--- src/rtl/atcfc_pkg.sv ---
// Package for the ARM/Thumb control-flow predecoder.
// Holds the event kind encoding shared by the decoder, the target unit and the top level.
// No dependencies.
`default_nettype none

package atcfc_pkg;

  typedef enum logic [3:0] {
    KIND_ARM_B        = 4'd0,
    KIND_ARM_BL       = 4'd1,
    KIND_ARM_BX       = 4'd2,
    KIND_ARM_LDR_PC   = 4'd3,
    KIND_ARM_LDM_PC   = 4'd4,
    KIND_ARM_ALU_PC   = 4'd5,
    KIND_THUMB_B      = 4'd6,
    KIND_THUMB_BCOND  = 4'd7,
    KIND_BL_PREFIX    = 4'd8,
    KIND_THUMB_BL     = 4'd9,
    KIND_THUMB_BX     = 4'd10,
    KIND_MOV_PC       = 4'd11,
    KIND_ADD_PC       = 4'd12,
    KIND_POP_PC       = 4'd13,
    KIND_SWI          = 4'd14,
    KIND_UNDEF        = 4'd15
  } kind_e;

  localparam logic [31:0] ArmPcOffset   = 32'd8;
  localparam logic [31:0] ThumbPcOffset = 32'd4;

endpackage

`default_nettype wire

--- src/rtl/atcfc_decode.sv ---
// Instruction classifier: mask/match pattern tables for ARM and Thumb words.
// Depends on atcfc_pkg.
`default_nettype none

module atcfc_decode
  import atcfc_pkg::*;
(
  input  wire logic        cmd_i,
  input  wire logic        patched_i,
  input  wire logic [31:0] insn_word_i,
  output kind_e            kind_o
);

  logic [31:0] w;
  logic [15:0] h;
  kind_e       arm_kind;
  kind_e       thumb_kind;

  assign w = insn_word_i;
  assign h = insn_word_i[15:0];

  always_comb begin
    arm_kind = KIND_UNDEF;
    priority if ((!patched_i && (w & 32'h0E00_0000) == 32'h0A00_0000) ||
                 ( patched_i && (w & 32'h0E00_0000) == 32'h0C00_0000)) begin
      arm_kind = w[24] ? KIND_ARM_BL : KIND_ARM_B;
    end else if ((!patched_i && (w & 32'h0FFF_FFF0) == 32'h012F_FF10) ||
                 ( patched_i && (w & 32'h0FFF_FFF0) == 32'h01B0_0090)) begin
      arm_kind = KIND_ARM_BX;
    end else if ((!patched_i && (w & 32'h0E10_8000) == 32'h0810_8000) ||
                 ( patched_i && (w & 32'h0E50_0010) == 32'h0640_0010)) begin
      arm_kind = KIND_ARM_LDM_PC;
    end else if ((!patched_i && (w & 32'h0C50_F000) == 32'h0410_F000) ||
                 ( patched_i && (w & 32'h0F90_0810) == 32'h0E80_0010)) begin
      arm_kind = KIND_ARM_LDR_PC;
    end else if ((!patched_i && ((w & 32'h0E00_F010) == 32'h0000_F000 ||
                                 (w & 32'h0E00_F010) == 32'h0000_F010 ||
                                 (w & 32'h0E00_F000) == 32'h0200_F000)) ||
                 ( patched_i && (w & 32'h0E00_0000) == 32'h0E00_0000)) begin
      arm_kind = KIND_ARM_ALU_PC;
    end else if ((w & 32'h0F00_0000) == 32'h0F00_0000) begin
      arm_kind = KIND_SWI;
    end else begin
      arm_kind = KIND_UNDEF;
    end
  end

  always_comb begin
    thumb_kind = KIND_UNDEF;
    if (!patched_i) begin
      priority if ((h & 16'hF000) == 16'hD000) thumb_kind = KIND_THUMB_BCOND;
      else if ((h & 16'hF800) == 16'hE000) thumb_kind = KIND_THUMB_B;
      else if ((h & 16'hF800) == 16'hF000) thumb_kind = KIND_BL_PREFIX;
      else if ((h & 16'hF800) == 16'hF800) thumb_kind = KIND_THUMB_BL;
      else if ((h & 16'hFF87) == 16'h4700) thumb_kind = KIND_THUMB_BX;
      else if ((h & 16'hFF87) == 16'h4487) thumb_kind = KIND_ADD_PC;
      else if ((h & 16'hFF87) == 16'h4687) thumb_kind = KIND_MOV_PC;
      else if ((h & 16'hFF00) == 16'hBD00) thumb_kind = KIND_POP_PC;
      else if ((h & 16'hFF00) == 16'hDF00) thumb_kind = KIND_SWI;
      else thumb_kind = KIND_UNDEF;
    end else begin
      priority if ((h & 16'hFF80) == 16'hBB80) thumb_kind = KIND_POP_PC;
      else if ((h & 16'hFA00) == 16'hB200) thumb_kind = KIND_THUMB_B;
      else if ((h & 16'hF801) == 16'hE801) thumb_kind = KIND_THUMB_BL;
      else if ((h & 16'hFC00) == 16'hB800) thumb_kind = KIND_THUMB_BCOND;
      else if ((h & 16'hFF0F) == 16'hB100) thumb_kind = KIND_THUMB_BX;
      else if ((h & 16'hFF0F) == 16'hDE00) thumb_kind = KIND_MOV_PC;
      else if ((h & 16'hFF0F) == 16'hBF00) thumb_kind = KIND_ADD_PC;
      else thumb_kind = KIND_UNDEF;
    end
  end

  assign kind_o = cmd_i ? thumb_kind : arm_kind;

endmodule

`default_nettype wire

--- src/rtl/atcfc_target.sv ---
// Branch target unit: offset sign-extension, a three-input add, ROM mirror folding.
// Depends on atcfc_pkg.
`default_nettype none

module atcfc_target
  import atcfc_pkg::*;
(
  input  wire logic        cmd_i,
  input  wire logic        patched_i,
  input  wire logic [31:0] insn_word_i,
  input  wire logic [31:0] source_pc_i,
  input  kind_e            kind_i,
  output logic      [31:0] target_o
);

  logic [31:0] base;
  logic [31:0] offset;
  logic [31:0] pc_inc;
  logic [31:0] sum;
  logic [31:0] folded;
  logic        enable;
  logic        thumb;

  always_comb begin
    base   = source_pc_i;
    offset = '0;
    pc_inc = ArmPcOffset;
    enable = 1'b0;
    thumb  = 1'b0;
    if (!patched_i) begin
      if (!cmd_i) begin
        if (kind_i == KIND_ARM_B || kind_i == KIND_ARM_BL) begin
          enable = 1'b1;
          offset = {{6{insn_word_i[23]}}, insn_word_i[23:0], 2'b00};
        end
      end else begin
        base   = {source_pc_i[31:1], 1'b0};
        pc_inc = ThumbPcOffset;
        thumb  = 1'b1;
        if (kind_i == KIND_THUMB_BCOND) begin
          enable = 1'b1;
          offset = {{23{insn_word_i[7]}}, insn_word_i[7:0], 1'b0};
        end else if (kind_i == KIND_THUMB_B) begin
          enable = 1'b1;
          offset = {{20{insn_word_i[10]}}, insn_word_i[10:0], 1'b0};
        end
      end
    end
  end

  assign sum = base + offset + pc_inc;

  // 0x0800_0000..0x0DFF_FFFF folds onto the first ROM mirror
  always_comb begin
    folded = sum;
    if (sum[31:28] == 4'h0 && sum[27] && sum[26:25] != 2'b11) begin
      folded = {sum[31:27], 2'b00, sum[24:0]};
    end
  end

  assign target_o = enable ? (folded | {31'd0, thumb}) : '0;

endmodule

`default_nettype wire

--- src/rtl/arm_thumb_control_flow_classifier_core.sv ---
// ARM/Thumb control-flow predecoder top level: request register, decode and target, result register.
// Result path: a taken request is held in the request register, then the result register raises the strobe.
// Throughput: one request per cycle; busy_o is never raised.
// Reset: rst_ni asynchronous active low clears both valid flags; the receiver cannot stall.
// Depends on atcfc_pkg, atcfc_decode, atcfc_target.
`default_nettype none

module arm_thumb_control_flow_classifier_core
  import atcfc_pkg::*;
(
  input  wire logic        clk_i,
  input  wire logic        rst_ni,
  input  wire logic        start_i,
  output logic             busy_o,
  input  wire logic        cmd_i,
  input  wire logic        patched_i,
  input  wire logic [31:0] insn_word_i,
  input  wire logic [31:0] source_pc_i,
  output logic             done_o,
  output logic      [3:0]  event_kind_o,
  output logic      [31:0] branch_target_o
);

  logic        req_valid_q;
  logic        cmd_q;
  logic        patched_q;
  logic [31:0] insn_q;
  logic [31:0] pc_q;

  logic        res_valid_q;
  kind_e       kind_q;
  kind_e       kind_d;
  logic [31:0] target_q;
  logic [31:0] target_d;

  logic        accept;

  assign busy_o = 1'b0;
  assign accept = start_i && !busy_o;

  always_ff @(posedge clk_i or negedge rst_ni) begin
    if (!rst_ni) begin
      req_valid_q <= 1'b0;
      res_valid_q <= 1'b0;
    end else begin
      req_valid_q <= accept;
      res_valid_q <= req_valid_q;
    end
  end

  always_ff @(posedge clk_i) begin
    if (accept) begin
      cmd_q     <= cmd_i;
      patched_q <= patched_i;
      insn_q    <= insn_word_i;
      pc_q      <= source_pc_i;
    end
    if (req_valid_q) begin
      kind_q   <= kind_d;
      target_q <= target_d;
    end
  end

  atcfc_decode u_decode (
    .cmd_i       (cmd_q),
    .patched_i   (patched_q),
    .insn_word_i (insn_q),
    .kind_o      (kind_d)
  );

  atcfc_target u_target (
    .cmd_i       (cmd_q),
    .patched_i   (patched_q),
    .insn_word_i (insn_q),
    .source_pc_i (pc_q),
    .kind_i      (kind_d),
    .target_o    (target_d)
  );

  assign done_o          = res_valid_q;
  assign event_kind_o    = kind_q;
  assign branch_target_o = target_q;

`ifndef SYNTHESIS
  a_done_follows_request: assert property (@(posedge clk_i) disable iff (!rst_ni)
    done_o |-> $past(start_i && !busy_o, 2))
    else $error("result strobe without a request two cycles earlier");

  a_target_only_direct: assert property (@(posedge clk_i) disable iff (!rst_ni)
    (done_o && branch_target_o != 32'd0) |->
      (event_kind_o == KIND_ARM_B || event_kind_o == KIND_ARM_BL ||
       event_kind_o == KIND_THUMB_B || event_kind_o == KIND_THUMB_BCOND))
    else $error("branch target on a non-direct kind");

  a_thumb_target_odd: assert property (@(posedge clk_i) disable iff (!rst_ni)
    (done_o && branch_target_o != 32'd0 &&
     (event_kind_o == KIND_THUMB_B || event_kind_o == KIND_THUMB_BCOND))
      |-> branch_target_o[0])
    else $error("thumb target without bit 0 set");

  a_target_folded: assert property (@(posedge clk_i) disable iff (!rst_ni)
    (done_o && branch_target_o != 32'd0) |->
      !(branch_target_o[31:27] == 5'b00001 &&
        (branch_target_o[26:25] == 2'b01 || branch_target_o[26:25] == 2'b10)))
    else $error("branch target left in a ROM mirror");
`endif

endmodule

`default_nettype wire
--- config.mk ---
export PLATFORM = sky130hd
export DESIGN_NAME = arm_thumb_control_flow_classifier_core
export DESIGN_NICKNAME = d
export VERILOG_FILES = /design/src/rtl/atcfc_pkg.sv /design/src/rtl/atcfc_decode.sv /design/src/rtl/atcfc_target.sv /design/src/rtl/arm_thumb_control_flow_classifier_core.sv
export SDC_FILE = /design/constraint.sdc
export NUM_CORES = 1
export LEC_CHECK = 0
export BUFFER_PORTS_ARGS = -buffer_cell sky130_fd_sc_hd__buf_4
export CAP_MARGIN = 30
export CORE_UTILIZATION = 61
export DETAILED_ROUTE_END_ITERATION = 8
export MAX_ROUTING_LAYER = met4
export PLACE_DENSITY = 0.92
export SYNTH_ARGS = -nofsm -noshare
export SYNTH_HDL_FRONTEND = slang
export SYNTH_SLANG_ARGS = --single-unit
export TNS_END_PERCENT = 10
--- constraint.sdc ---
create_clock -name clk_i -period 15.9 [get_ports clk_i]
set_clock_uncertainty 0.1 [all_clocks]
set_input_delay 1.59 -clock clk_i [delete_from_list [all_inputs] [get_ports clk_i]]
set_output_delay 1.59 -clock clk_i [all_outputs]
set_load 0.05 [all_outputs]
==> flow_metrics.tcl <==
set metrics [dict create \
    cp_max_fo 14 \
    fin_crit_sh_pct 41.0 \
    max_stage_delay_ps 690 \
    final_nets 797 \
    pre_cts_slack_ps 9430 \
    whs_path_depth 2 \
    firstDrtPassIters 5 \
    clock-root-buffer "clkbuf_8" \
    mostFrequentLayoutCells "105 x buf_4, 98 x edfxtp_1, 68 x nor2_1" \
    drt-vias-per-instance 6.11 \
    ys_seq_area_share_pct 48.0 \
    avgSynthCellArea_um2 10.8 \
    worstPathCellList "or4b_1 > or4_1 > a211o_1 > a21boi_2 > nor2_1 > o22a_1 > o21ai_1 > nor2_1 > ha_1 > ha_1 > a21oi_1 > o21ai_0 > a311oi_1 > a21oi_1 > o21ai_1 > xor2_1 > o211ai_1 > a211oi_1 > nor4_1" \
    tightest_slew_ps 874 \
    ys_ff_latch 100 \
    row_count 36 \
    routed_wl_um 14100 \
    syn2layout_area_growth_pct 16.5 \
    drtIter0Drc 353 \
    ys_top_cells_by_area "edfxtp_1 47%, ha_1 11%, nor2_1 4.1%, a21oi_1 2.4%, o21ai_0 2.3%" \
    synth_edf_count 98 \
    die_area_um2 10600 \
    r2r_start "insn_q[15]" \
    path_delay_family "compound AO/OA/AOI/OAI gates" \
    hold_viol 0 \
    finalSetupTns_ps 0 \
    overflow 0 \
    path_clk_slew_ps 90 \
    grt_max_degree 64 \
    powerDensity_nw_per_um2 92.1 \
    antennaDiodeCount 0 \
    synth.distinct_cells 70 \
    worst_setup_path_end_kind "register" \
    syn-num-nets 704 \
    busiest_layer "met2" \
    die_h_um 103 \
    hold_end "branch_target_o[0]" \
    worst_skew_pair.late_latency_ps 370 \
    htreeDepth 3 \
    period_needed_ps 6510 \
    critical_path_required_ps 15910 \
    gp_congestion 0.956 \
    antenna_found_initial 0 \
    port_buffers 101 \
    max-slew-margin-rel_pct 41.4 \
    nFillCells 721 \
    cts_resized 0 \
    multi_input_area_um2 3080 \
    io_pins 107 \
    cts_buffers 9 \
    grt_first_pass_wirelength_um 22200 \
    p_leak_nw 3.03 \
    synth_ff_type "edfxtp_1" \
    ir_worst_vdd_v 0.0000618 \
    track_usage_pct 28.8 \
    startpoint_type "register" \
    slew_viol_final 0 \
    grt.met3_usage_pct 4.61 \
    grtUsageMet1_pct 35.7 \
    post-route-util_pct 73.7 \
    cp.arrival_ps 6520 \
    fin_total_pwr_uw 669 \
    ant_nets 0 \
    outcome "complete, no violations" \
    grtUsageMet2_pct 46.9 \
    cts_sinks 100 \
    critPathSlowestCell "o21ai_1" \
    reg2reg_to "branch_target_o[25]" \
    critPathKind "reg -> reg" \
    path_buf_inv 0 \
    reg2reg_depth 19 \
    cts_hold_buf 0 \
    fmax_mhz 154 \
    worst_slack_ps 9390 \
    hp-class "reg -> reg" \
    final_common_cell "buf_4" \
    netlist_instances 575 \
    grt_pass1_vias 4592 \
    drc 0 \
    synth_top_cell_area_share_pct 47.2 \
    dp_hpwl_um 10500 \
    wire_per_inst_um 17.6 \
    clock_path_buffers 2 \
    die_w_um 103 \
    synth-async-reset-ratio_pct 2.00 \
    hp-start "pc_q[0]" \
    cts_setup_buffers 0 \
    synth_area_um2 6240 \
    cts_tree "built" \
    setup_violations 0 \
    start_util_pct 63.2 \
    rsz0062_at_grt "false" \
    cap_violations 0 \
    drive_gt1_share_pct 19.3 \
    vias 4922 \
    rrSetupSlack_ps 9390 \
    coreArea_um2 9860 \
    ys_warn_count 0 \
    ff_latch_area_um2 2990 \
    yosysTopAreaCell "edfxtp_1" \
]
flip-flops by register name (all words and copies together) (netlist names):
name,count
event_kind_o,4
insn_q,28
branch_target_o,32
pc_q,32
done_o,1
req_valid_q,1
cmd_q,1
patched_q,1
Yosys cell counts (8+ instances only):
library cell  count
inv_1            19
nor3_1           21
a21oi_1          30
nand2_1          27
nor2_1           68
o211ai_1          9
a21boi_0          9
nand2b_1          9
ha_1             57
xor2_1            9
o21ai_0          29
nand3_1          12
a21o_1           10
clkbuf_1         14
xnor2_1           8
edfxtp_1         98
through the flow:
stage | cells | area [um^2] | hold WS (ps)
2_1_floorplan | 575 | 6240 | 413
3_3_place_gp | 790 | 7100 | 435
3_5_place_dp | 790 | 7100 | 440
4_1_cts | 805 | 7270 | 462
5_1_grt | 805 | 7270 | 494
6_report | 805 | 7270 | 474
how the worst max path moves through the flow:
| stage | to | startpoint | slack [ps] | cells after the start |
|---|---|---|---|---|
| finish | branch_target_o[25] | insn_q[15] | 9390 | 19 |
| global route | branch_target_o[25] | insn_q[13] | 9010 | 19 |
| CTS | branch_target_o[25] | insn_q[15] | 9420 | 19 |
| detailed placement | branch_target_o[25] | insn_q[15] | 9430 | 19 |
| global placement | branch_target_o[25] | insn_q[12] | 9550 | 19 |
| floorplan | branch_target_o[25] | insn_q[15] | 10610 | 20 |
power by group:
part           internal (mW)  switching (mW)
Sequential             0.316          0.0170
Clock                 0.0714          0.0813
Combinational         0.0705           0.113
metal layers:
layer | up-vias | wire length (um) | part of all wire (%)
met3 | 33 | 687 | 4.9
li1 | 2384 | - | -
met1 | 2314 | 6060 | 43
met2 | 191 | 6960 | 49
met4 | 0 | 435 | 3.1
met5 | - | 0 | 0
logic make-up after synthesis:
kind of cell | Yosys count | synth area share (%)
AOI/OAI and AO/OA | 135 | 14.5
xor gates and xnor gates | 17 | 2.39
DFF | 100 | 48.0
buffers and inverters | 42 | 2.71
and+or+nand+nor | 212 | 18.7
other | 1 | 0.0601
muxes | 8 | 1.32
adders and majority gates | 60 | 12.4
cell type report:
cell class                      instances  area share, %
Timing Repair Buffer                  105           10.8
Sequential cell                       100           41.2
Inverter                               19          0.981
Clock inverter                          3          0.534
Multi-Input combinational cell        433           42.3
Clock buffer                           12           1.86
Tap cell                              133           2.29
worst register-to-register path, cell delays in order (launching register included):
cell	delay, ps
edfxtp_1	590
or4b_1	520
or4_1	520
a211o_1	280
a21boi_2	220
nor2_1	120
o22a_1	230
o21ai_1	690
nor2_1	170
ha_1	350
ha_1	380
a21oi_1	230
o21ai_0	130
a311oi_1	460
a21oi_1	170
o21ai_1	320
xor2_1	220
o211ai_1	140
a211oi_1	310
nor4_1	90
Note: power is estimated with default switching activity, not from simulation.
